$ cat config.mk
export PLATFORM = sky130hd
export DESIGN_NAME = flux_limiter_unit
export DESIGN_NICKNAME = d
export VERILOG_FILES = /design/src/rtl/flu_pkg.sv /design/src/rtl/flu_front.sv /design/src/rtl/flu_div_stage.sv /design/src/rtl/flu_skid.sv /design/src/rtl/flux_limiter_unit.sv
export SDC_FILE = /design/constraint.sdc
export NUM_CORES = 2
export LEC_CHECK = 0
export BUFFER_PORTS_ARGS = -buffer_cell sky130_fd_sc_hd__buf_2
export CAP_MARGIN = 5
export CORE_ASPECT_RATIO = 2
export CORE_MARGIN = 2
export CORE_UTILIZATION = 43
export CTS_CLUSTER_DIAMETER = 80
export DETAILED_ROUTE_END_ITERATION = 12
export HOLD_SLACK_MARGIN = 0.15
export SYNTH_ARGS = -nofsm -noshare
export SYNTH_HDL_FRONTEND = slang
export SYNTH_SLANG_ARGS = --single-unit
$ cat constraint.sdc
create_clock -name i_clk -period 47.8 [get_ports i_clk]
set_input_delay 9.56 -clock i_clk [delete_from_list [all_inputs] [get_ports i_clk]]
set_output_delay 9.56 -clock i_clk [all_outputs]
set_load 0.02 [all_outputs]
$ cat src/rtl/flu_pkg.sv
// ----------------------------------------------------------------------------
// flu_pkg - flux limiter shared types and constants
// Limiter codes, stage control word and fixed widths.
// ----------------------------------------------------------------------------
package flu_pkg;

    localparam int FRAC_BITS_DEF = 16;   // Q16.16 in, Q.16 out
    localparam int RATIO_W       = 32;   // input word width
    localparam int DEN_W         = 32;   // 1.0 + r always fits
    localparam int DIV_STEP      = 2;    // quotient bits per divider stage
    localparam int CFG_W         = 2;

    typedef enum logic [CFG_W-1:0] {
        MODE_MC       = 2'd0,
        MODE_MINMOD   = 2'd1,
        MODE_SUPERBEE = 2'd2,
        MODE_VANLEER  = 2'd3
    } t_mode;

    // control travelling alongside each word
    typedef struct packed {
        logic  valid;
        logic  pos;      // ratio strictly positive
        t_mode mode;
    } t_ctl;

endpackage

$ cat src/rtl/flu_front.sv
// ----------------------------------------------------------------------------
// flu_front - input capture and closed-form limiters
// Stage 1 registers the ratio and its clamp; stage 2 forms MC / minmod /
// superbee and seeds the divider with remainder and divisor.
// ----------------------------------------------------------------------------
module flu_front #(
    parameter int FRAC_BITS = flu_pkg::FRAC_BITS_DEF
) (
    input  logic                         i_clk,
    input  logic                         i_rst_n,
    input  logic                         i_en,
    input  logic                         i_valid,
    input  logic [flu_pkg::RATIO_W-1:0]  i_ratio,
    input  flu_pkg::t_mode               i_mode,
    output flu_pkg::t_ctl                o_ctl,
    output logic [flu_pkg::DEN_W-1:0]    o_rem,
    output logic [flu_pkg::DEN_W-1:0]    o_den,
    output logic [FRAC_BITS+1:0]         o_aux
);

    localparam int PHI_W = FRAC_BITS + 2;
    localparam int CL_W  = FRAC_BITS + 3;   // holds 4.0
    localparam int WK_W  = FRAC_BITS + 4;   // holds 2 * 4.0
    localparam int MAG_W = flu_pkg::RATIO_W - 1;

    localparam logic [MAG_W-1:0] QUAD_M = MAG_W'(1) << (FRAC_BITS + 2);
    localparam logic [WK_W-1:0]  ONE_K  = WK_W'(1) << FRAC_BITS;
    localparam logic [WK_W-1:0]  TWO_K  = WK_W'(1) << (FRAC_BITS + 1);
    localparam logic [flu_pkg::DEN_W-1:0] ONE_D = flu_pkg::DEN_W'(1) << FRAC_BITS;

    // stage 1
    flu_pkg::t_ctl    r_s1_ctl;
    logic [MAG_W-1:0] r_s1_r;
    logic [CL_W-1:0]  r_s1_rc;
    flu_pkg::t_ctl    n_s1_ctl;
    logic [CL_W-1:0]  n_s1_rc;

    // stage 2
    flu_pkg::t_ctl                r_s2_ctl;
    logic [flu_pkg::DEN_W-1:0]    r_s2_rem;
    logic [flu_pkg::DEN_W-1:0]    r_s2_den;
    logic [PHI_W-1:0]             r_s2_aux;
    logic [PHI_W-1:0]             n_s2_aux;

    // beyond 4.0 every closed-form limiter is already saturated
    always_comb begin
        n_s1_ctl.valid = i_valid;
        n_s1_ctl.pos   = !i_ratio[MAG_W] && (i_ratio[MAG_W-1:0] != '0);
        n_s1_ctl.mode  = i_mode;
        n_s1_rc = (i_ratio[MAG_W-1:0] >= QUAD_M) ? CL_W'(QUAD_M)
                                                  : CL_W'(i_ratio[MAG_W-1:0]);
    end

    always_ff @(posedge i_clk) begin
        if (!i_rst_n) begin
            r_s1_ctl.valid <= 1'b0;
        end else if (i_en) begin
            r_s1_ctl <= n_s1_ctl;
            r_s1_r   <= i_ratio[MAG_W-1:0];
            r_s1_rc  <= n_s1_rc;
        end
    end

    always_comb begin
        logic [WK_W-1:0] rw;
        logic [WK_W-1:0] two_r;
        logic [WK_W-1:0] half;
        logic [WK_W-1:0] lo;
        logic [WK_W-1:0] hi;
        logic [WK_W-1:0] res;
        rw    = WK_W'(r_s1_rc);
        two_r = rw << 1;
        half  = (ONE_K + rw) >> 1;
        lo    = '0;
        hi    = '0;
        res   = '0;
        unique case (r_s1_ctl.mode)
            flu_pkg::MODE_MC: begin
                lo  = (two_r < half) ? two_r : half;
                res = (lo < TWO_K) ? lo : TWO_K;
            end
            flu_pkg::MODE_MINMOD: begin
                res = (rw < ONE_K) ? rw : ONE_K;
            end
            flu_pkg::MODE_SUPERBEE: begin
                lo  = (two_r < ONE_K) ? two_r : ONE_K;
                hi  = (rw < TWO_K) ? rw : TWO_K;
                res = (lo > hi) ? lo : hi;
            end
            flu_pkg::MODE_VANLEER: begin
                res = '0;   // comes from the divider
            end
            default: res = '0;
        endcase
        n_s2_aux = r_s1_ctl.pos ? PHI_W'(res) : '0;
    end

    always_ff @(posedge i_clk) begin
        if (!i_rst_n) begin
            r_s2_ctl.valid <= 1'b0;
        end else if (i_en) begin
            r_s2_ctl <= r_s1_ctl;
            r_s2_rem <= flu_pkg::DEN_W'(r_s1_r);
            r_s2_den <= ONE_D + flu_pkg::DEN_W'(r_s1_r);
            r_s2_aux <= n_s2_aux;
        end
    end

    assign o_ctl = r_s2_ctl;
    assign o_rem = r_s2_rem;
    assign o_den = r_s2_den;
    assign o_aux = r_s2_aux;

endmodule

$ cat src/rtl/flu_div_stage.sv
// ----------------------------------------------------------------------------
// flu_div_stage - one stage of the restoring divider
// Retires NBITS quotient bits of 2r * 2^F / (1 + r); zeros shift in.
// ----------------------------------------------------------------------------
module flu_div_stage #(
    parameter int FRAC_BITS = flu_pkg::FRAC_BITS_DEF,
    parameter int NBITS     = flu_pkg::DIV_STEP
) (
    input  logic                         i_clk,
    input  logic                         i_rst_n,
    input  logic                         i_en,
    input  flu_pkg::t_ctl                i_ctl,
    input  logic [flu_pkg::DEN_W-1:0]    i_rem,
    input  logic [flu_pkg::DEN_W-1:0]    i_den,
    input  logic [FRAC_BITS:0]           i_quot,
    input  logic [FRAC_BITS+1:0]         i_aux,
    output flu_pkg::t_ctl                o_ctl,
    output logic [flu_pkg::DEN_W-1:0]    o_rem,
    output logic [flu_pkg::DEN_W-1:0]    o_den,
    output logic [FRAC_BITS:0]           o_quot,
    output logic [FRAC_BITS+1:0]         o_aux
);

    localparam int QW = FRAC_BITS + 1;
    localparam int DW = flu_pkg::DEN_W;

    flu_pkg::t_ctl          r_ctl;
    logic [DW-1:0]          r_rem;
    logic [DW-1:0]          r_den;
    logic [QW-1:0]          r_quot;
    logic [FRAC_BITS+1:0]   r_aux;
    logic [DW-1:0]          n_rem;
    logic [QW-1:0]          n_quot;

    always_comb begin
        logic [DW:0] sh;
        logic        qb;
        n_rem  = i_rem;
        n_quot = i_quot;
        for (int k = 0; k < NBITS; k++) begin
            sh = {n_rem, 1'b0};
            qb = (sh >= {1'b0, i_den});
            if (qb) begin
                sh = sh - {1'b0, i_den};
            end
            n_rem  = sh[DW-1:0];
            n_quot = {n_quot[QW-2:0], qb};
        end
    end

    always_ff @(posedge i_clk) begin
        if (!i_rst_n) begin
            r_ctl.valid <= 1'b0;
        end else if (i_en) begin
            r_ctl  <= i_ctl;
            r_rem  <= n_rem;
            r_den  <= i_den;
            r_quot <= n_quot;
            r_aux  <= i_aux;
        end
    end

    assign o_ctl  = r_ctl;
    assign o_rem  = r_rem;
    assign o_den  = r_den;
    assign o_quot = r_quot;
    assign o_aux  = r_aux;

endmodule

$ cat src/rtl/flu_skid.sv
// ----------------------------------------------------------------------------
// flu_skid - output register with skid slot
// Catches the word in flight when the sink stalls; ready is registered.
// ----------------------------------------------------------------------------
module flu_skid #(
    parameter int W = flu_pkg::FRAC_BITS_DEF + 2
) (
    input  logic         i_clk,
    input  logic         i_rst_n,
    input  logic         i_valid,
    input  logic [W-1:0] i_data,
    output logic         o_ready,
    output logic         o_valid,
    output logic [W-1:0] o_data,
    input  logic         i_ready
);

    logic         r_out_valid;
    logic [W-1:0] r_out_data;
    logic         r_skid_valid;
    logic [W-1:0] r_skid_data;

    always_ff @(posedge i_clk) begin
        if (!i_rst_n) begin
            r_out_valid  <= 1'b0;
            r_skid_valid <= 1'b0;
        end else if (r_skid_valid) begin
            if (i_ready) begin
                r_out_data   <= r_skid_data;
                r_skid_valid <= 1'b0;
            end
        end else if (i_valid) begin
            if (!r_out_valid || i_ready) begin
                r_out_valid <= 1'b1;
                r_out_data  <= i_data;
            end else begin
                r_skid_valid <= 1'b1;
                r_skid_data  <= i_data;
            end
        end else if (i_ready) begin
            r_out_valid <= 1'b0;
        end
    end

    assign o_ready = !r_skid_valid;
    assign o_valid = r_out_valid;
    assign o_data  = r_out_data;

endmodule

$ cat src/rtl/flux_limiter_unit.sv
// ----------------------------------------------------------------------------
// flux_limiter_unit - TVD flux limiter (MC, minmod, superbee, Van Leer)
//
// Input stream: one signed Q16.16 slope ratio r per word on s_axis tdata.
// Output stream: one unsigned Q.16 limiter value phi (0 .. 2.0) per word,
// zero-padded to whole bytes, in the same order as the ratios arrived.
// Configuration: i_cfg_wr_en / i_cfg_wr_data write the 2-bit limiter code
// (0 MC, 1 minmod, 2 superbee, 3 Van Leer); change it only while idle.
// Throughput: one word per cycle, sustained while the sink keeps tready high.
// Depth: 3 + ceil((FRAC_BITS + 1) / 2) register stages, 12 at FRAC_BITS = 16,
// set by the restoring divider for Van Leer, which retires two quotient bits
// per stage, the last stage retiring whatever is left. The closed-form
// limiters ride alongside the divider so every mode has the same latency.
// Reset: synchronous, active low; empties the pipe and selects MC.
// Stall: while the sink holds tready low the pipe keeps running until the
// skid slot is taken; s_axis tready then drops in the following cycle, registered,
// and nothing is dropped or repeated.
// ----------------------------------------------------------------------------
module flux_limiter_unit #(
    parameter int FRAC_BITS = flu_pkg::FRAC_BITS_DEF,
    localparam int OUT_W    = ((FRAC_BITS + 2 + 7) / 8) * 8
) (
    input  logic                         i_clk,
    input  logic                         i_rst_n,
    // configuration
    input  logic                         i_cfg_wr_en,
    input  logic [flu_pkg::CFG_W-1:0]    i_cfg_wr_data,   // limiter_mode
    // ratio stream
    input  logic                         i_s_axis_tvalid,
    output logic                         o_s_axis_tready,
    input  logic [flu_pkg::RATIO_W-1:0]  i_s_axis_tdata,  // [31:0] ratio
    // phi stream
    output logic                         o_m_axis_tvalid,
    input  logic                         i_m_axis_tready,
    output logic [OUT_W-1:0]             o_m_axis_tdata   // [F+1:0] phi, rest 0
);

    localparam int PHI_W = FRAC_BITS + 2;
    localparam int QW    = FRAC_BITS + 1;
    localparam int STEP  = flu_pkg::DIV_STEP;
    localparam int NST   = (QW + STEP - 1) / STEP;
    localparam int DW    = flu_pkg::DEN_W;

    flu_pkg::t_mode r_mode;
    logic           w_en;     // whole pipe advances together

    flu_pkg::t_ctl    w_ctl  [0:NST];
    logic [DW-1:0]    w_rem  [0:NST];
    logic [DW-1:0]    w_den  [0:NST];
    logic [QW-1:0]    w_quot [0:NST];
    logic [PHI_W-1:0] w_aux  [0:NST];

    logic [PHI_W-1:0] w_phi;
    logic [PHI_W-1:0] w_out_phi;

    // limiter code
    always_ff @(posedge i_clk) begin
        if (!i_rst_n) begin
            r_mode <= flu_pkg::MODE_MC;
        end else if (i_cfg_wr_en) begin
            r_mode <= flu_pkg::t_mode'(i_cfg_wr_data);
        end
    end

    assign o_s_axis_tready = w_en;

    // stages 1-2: capture, clamp, closed-form limiters, divider seed
    flu_front #(
        .FRAC_BITS (FRAC_BITS)
    ) u_front (
        .i_clk   (i_clk),
        .i_rst_n (i_rst_n),
        .i_en    (w_en),
        .i_valid (i_s_axis_tvalid),
        .i_ratio (i_s_axis_tdata),
        .i_mode  (r_mode),
        .o_ctl   (w_ctl[0]),
        .o_rem   (w_rem[0]),
        .o_den   (w_den[0]),
        .o_aux   (w_aux[0])
    );

    // quotient builds up from nothing; each stage shifts its new bits in below it
    assign w_quot[0] = '0;

    // Van Leer: 2r * 2^F / (1 + r), MSB first, STEP bits per stage, the last stage the rest
    for (genvar g = 0; g < NST; g++) begin : g_div
        localparam int NB = (g == NST - 1) ? (QW - STEP * (NST - 1)) : STEP;
        flu_div_stage #(
            .FRAC_BITS (FRAC_BITS),
            .NBITS     (NB)
        ) u_stage (
            .i_clk   (i_clk),
            .i_rst_n (i_rst_n),
            .i_en    (w_en),
            .i_ctl   (w_ctl[g]),
            .i_rem   (w_rem[g]),
            .i_den   (w_den[g]),
            .i_quot  (w_quot[g]),
            .i_aux   (w_aux[g]),
            .o_ctl   (w_ctl[g+1]),
            .o_rem   (w_rem[g+1]),
            .o_den   (w_den[g+1]),
            .o_quot  (w_quot[g+1]),
            .o_aux   (w_aux[g+1])
        );
    end

    // final pick: non-positive ratio gives 0 in every mode
    always_comb begin
        if (!w_ctl[NST].pos) begin
            w_phi = '0;
        end else if (w_ctl[NST].mode == flu_pkg::MODE_VANLEER) begin
            w_phi = PHI_W'(w_quot[NST]);
        end else begin
            w_phi = w_aux[NST];
        end
    end

    flu_skid #(
        .W (PHI_W)
    ) u_skid (
        .i_clk   (i_clk),
        .i_rst_n (i_rst_n),
        .i_valid (w_ctl[NST].valid),
        .i_data  (w_phi),
        .o_ready (w_en),
        .o_valid (o_m_axis_tvalid),
        .o_data  (w_out_phi),
        .i_ready (i_m_axis_tready)
    );

    assign o_m_axis_tdata = OUT_W'(w_out_phi);

endmodule

* After elaboration in Yosys (flattened, before gate mapping)
Cells that the tools add are included. Widths: inputs -> output; s select.
Cells by class: add/sub/neg operators 18, bitwise gates (word level) 2, multiply operators 0, magnitude comparators 24, shift operators 0, div/mod/pow operators 0, equality and inequality tests 6, reductions and logical operators 14, mux-type cells 36
Operators with widths (number):
- $ge 33x32->1 | 16
- $mux 32 | 16
- $sub 32x32->32 | 16
- $mux 18 | 9
- $pmux 18 s4 | 1
- $mux 20 | 2
- $add 17x31->32 const A | 1
- $ge 32x32->1 | 1
- $ge 31x19->1 const B | 1
- $reduce_bool 31->1 | 1
- $add 17x19->20 const A | 1
- $gt 20x19->1 | 1
- $lt 20x17->1 const B | 1
- $lt 20x18->1 const B | 1
- $lt 20x19->1 | 1
- $lt 19x17->1 const B | 1
- $lt 19x18->1 const B | 1
- $mux 19 | 1
- $reduce_and 4->1 | 2
- $mux 1 | 7
- $eq 2x2->1 const B | 3
- $reduce_bool 2->1 | 3
- $logic_not 1->1 | 3
- $reduce_and 3->1 | 1
- 8 further kinds | 9
Storage, ports and cells: bits in read-only memories 0, bits in latches 0, output and inout bits 26, register bits after elaboration 978, word-level logic and storage cells 185, memories 0, RAM bits 0

* Longest topological paths before layout
depth in word-level cells 6, depth in mapped cells 27, mapped depth without buffers 23

* Hierarchy
Synthesis repeated with hierarchy kept, for this count alone.
Unflattened totals: cell total of the unflattened synthesis 6794, area total of the unflattened synthesis 73391.6 µm²
By module, submodules not included:
- flu_div_stage at g_div[0].u_stage ... | cells each 723, sequential area each 3083.0 µm², times used 7, area an instance 7469.7 µm²
- flu_div_stage at g_div[3].u_stage | cells each 727, sequential area each 3083.0 µm², times used 1, area an instance 7703.6 µm²
- flu_front | cells each 433, sequential area each 3673.5 µm², times used 1, area an instance 5894.4 µm²
- flu_div_stage at g_div[8].u_stage | cells each 426, sequential area each 3083.0 µm², times used 1, area an instance 5522.8 µm²
- flu_skid | cells each 70, sequential area each 1121.1 µm², times used 1, area an instance 1483.9 µm²
- flux_limiter_unit | cells each 77, sequential area each 40.0 µm², times used 1, area an instance 499.2 µm²

* Worst setup path after synthesis
No wires, ideal clock.
path type input-to-reg, start point in i_rst_n, end point reg g_div[0].u_stage.r_aux[0] (enable), cell stages on the path 2, required time 45.494 ns, setup slack -3.965 ns, arrival 49.459 ns, cells stage by stage clkbuf_1 > nor2b_1
Between the ends: word-level cells in the longest chain between the ends 1
Ends and longest elaborated chain:
- start: declaration | line flux_limiter_unit.sv:24 | input logic i_rst_n,
- $reduce_and 2->1 (no source line)
- end signal: assignment | line flu_div_stage.sv:59 | r_aux <= i_aux;
- end: declaration | line flu_div_stage.sv:31 | logic [FRAC_BITS+1:0] r_aux;
No other way between the ends. A chain may end at the register's enable or synchronous reset.

* Worst setup path in the final report
start point in i_rst_n, end point reg g_div[0].u_stage.r_rem[29] (enable)
Between the ends: word-level cells in the longest chain between the ends 1
Ends and longest elaborated chain:
- $reduce_and 2->1 (no source line)
- end signal: assignment | line flu_div_stage.sv:56 | r_rem <= n_rem;
- end: declaration | line flu_div_stage.sv:28 | logic [DW-1:0] r_rem;
No other way between the ends.

==> impl_metrics.env <==
export IMPL_core_mm2=0.150
export IMPL_chipWidth_um=278
export IMPL_drv_cap=0
export IMPL_fmax_ghz=0.0782
export IMPL_syn_cell_area_mm2=0.0646
export IMPL_cts_buffers=92
export IMPL_syn_mean_instance_area_um2=10.7
export IMPL_required_ps=48150
export IMPL_worstMarginPinSlew_ps=1370
export IMPL_crit_type="in -> reg"
export IMPL_routedWlPerCell_um=20.7
export IMPL_vias_per_cell=5.65
export IMPL_arrival_ps=13140
export IMPL_clk_pin_slew_ps=70
export IMPL_cts_sinks=962
export IMPL_cts_tree="done"
export IMPL_finalCritPeriodShare_pct=26.8
export IMPL_r2r_start="g_div[6].u_stage.o_den[25]$_DFFE_PP_"
export IMPL_clockBufferDepth=3
export IMPL_slowest_stage="buf_4"
export IMPL_drcViolationCount=0
export IMPL_mostFrequentLayoutCells="edfxtp_1, ha_1, a21oi_1"
export IMPL_worstPathCellList="buf_2, nor2b_4, buf_12, buf_4, buf_4, buf_4"
export IMPL_min_period_ps=12790
export IMPL_synth_edf_count=947
export IMPL_portBuffers=58
export IMPL_grt_max_degree=194
export IMPL_final_common_cell="edfxtp_1"
export IMPL_grt_first_pass_wirelength_um=259000
export IMPL_die_area_mm2=0.154
export IMPL_cts_resized=0
export IMPL_fp_row_count=201
export IMPL_filler_cell_count=13957
export IMPL_rsz0062_at_grt="false"
export IMPL_synthArstFlopShare_pct=0
export IMPL_drtPass1Iterations=7
export IMPL_utilization_pct=47.0
export IMPL_r2r_end="g_div[7].u_stage.o_rem[30]$_DFFE_PP_"
export IMPL_holdCritPathClass="reg -> reg"
export IMPL_postCtsHoldBufs=0
export IMPL_maxSlewHeadroom_pct=7.73
export IMPL_synth_ff_type="edfxtp_1"
export IMPL_start_util_pct=43.2
export IMPL_die_y_um=552
export IMPL_netlist_area_leader_share_pct=44.0
export IMPL_netlist_instances=6061
export IMPL_drive_above_1_share_pct=8.72
export IMPL_post_cts_buffers=0
export IMPL_finalWirelength_um=168000
export IMPL_status="completed"
export IMPL_hold_end="g_div[7].u_stage.o_quot[3]$_DFFE_PP_"
export IMPL_gp_congestion=0.966
export IMPL_clock_root_buffer="clkbuf_16"
export IMPL_placed_area_mm2=0.0671
export IMPL_min_from="g_div[6].u_stage.o_quot[1]$_DFFE_PP_"
export IMPL_synth_top_area_cell="edfxtp_1"
export IMPL_rr_worst_depth=25
export IMPL_min_delay_path_depth=0
export IMPL_crit_fanout=193
export IMPL_skew_ps=60.9
export IMPL_drtIter0Drc=2100
export IMPL_setup_tns_ps=0
export IMPL_final_antenna_net_count=0
export IMPL_clkLatencyLatePin_ps=750
export IMPL_ys_ff_latch=962
export IMPL_synth_area_leaders="edfxtp_1, ha_1, xnor2_1, a21oi_1, a21o_1"
export IMPL_routed_via_count=45926
export IMPL_area_delta_synth_final_pct=8.86
export IMPL_grt_antenna_before_repair=2
export IMPL_nets=6737
export IMPL_reg2reg_setup_slack_ps=39150
export IMPL_slew_viol_final=0
export IMPL_grt_pass1_vias=48170
export IMPL_cpMostUsedCell="buf_4"
export IMPL_dp_hpwl_um=137000
export IMPL_synth_distinct_cells=111
export IMPL_cpPeakStageDelay_ps=830
export IMPL_crit_path_end_kind="register"
export IMPL_yosys_warnings=0
export IMPL_final_area_mm2=0.0703
export IMPL_yosysSeqAreaShare_pct=44.5
export IMPL_gr_usage_all_layers_pct=21.6
export IMPL_holdWs_ps=411
export IMPL_finalHoldViolCount=0
export IMPL_grt_overflow=0
export IMPL_io_pins=65
export IMPL_start_kind="input pin"
export IMPL_cts_htree_levels=3
export IMPL_finalSetupViolCount=0
[cells by family after synthesis]
kind of cell	share of synthesized area [%]
and+or+nand+nor	10.3
adders and majority gates	11.3
xor gates and xnor gates	6.03
DFF	44.5
AOI/OAI and AO/OA	17.3
other	0.0116
buffers and inverters	3.76
muxes	6.76
[worst max path at each step]
stage / slack [ps] / startpoint / to / cells past startpoint
global placement: 34330 / i_rst_n / u_front.o_den[26]$_DFFE_PP_ / 6
global route: 34740 / i_rst_n / g_div[0].u_stage.o_den[26]$_DFFE_PP_ / 6
finish: 35010 / i_rst_n / g_div[0].u_stage.o_rem[29]$_DFFE_PP_ / 6
floorplan: 13740 / i_rst_n / g_div[0].u_stage.o_aux[0]$_DFFE_PP_ / 2
detailed placement: 34260 / i_rst_n / u_front.o_den[26]$_DFFE_PP_ / 6
CTS: 35040 / i_rst_n / g_div[0].u_stage.o_den[23]$_DFFE_PP_ / 6
[per-stage QoR]
stage,setup slack [ps],cells
2_1_floorplan,13740,6068
3_3_place_gp,34330,7950
3_5_place_dp,34260,7950
4_1_cts,35040,8119
5_1_grt,34740,8127
6_report,35010,8127
[sequential cells by signal (all words and copies together), names as in the netlist, 15 cells and up]
name,count
g_div.u_stage.o_quot,89
u_front.r_s1_rc,19
g_div.u_stage.o_rem,256
u_front.o_rem,15
u_skid.r_skid_data,18
g_div.u_stage.o_aux,162
u_skid.o_data,18
g_div.u_stage.o_den,256
u_front.r_s1_r,31
u_front.o_den,32
u_front.o_aux,18
g_div.u_stage.o_ctl,36
[worst max-delay path, delay by kind of cell]
kind          cells  cell delay (ps)
simple gates      1              230
buf+inv           5             3080
[area by class of cell]
| cell class | instances | area [um^2] | area share (%) |
|---|---|---|---|
| clock buffer | 100 | 2330 | 3.32 |
| timing repair buffer | 103 | 638 | 0.907 |
| multi-input combinational | 4499 | 33600 | 47.7 |
| inverter | 460 | 1730 | 2.46 |
| antenna | 6 | 15.0 | 0.0213 |
| clock inverter | 69 | 897 | 1.28 |
| sequential | 962 | 28700 | 40.9 |
| tap | 1928 | 2410 | 3.43 |
[synth_stat cells, types with 76 or more instances]
master / instances
a21oi_1: 498
ha_1: 573
mux2_2: 174
nand4_1: 76
edfxtp_1: 947
xor2_1: 136
clkbuf_1: 93
nor2_1: 317
mux2_1: 135
nand3_1: 135
a21o_1: 281
inv_1: 455
nor3_1: 87
nand2_1: 380
xnor2_1: 309
o21ai_0: 279
[routing by layer]
layer	routed length, um	global-route usage, %	vias to the layer above
li1	-	-	22737
met1	50500	17.1	21871
met2	97200	44.6	822
met3	3740	2.42	496
met4	17100	19.2	0
met5	0	0	-
Power is not shown: default switching activity piles up to over one toggle a cycle in this logic, so the estimate is an artifact.
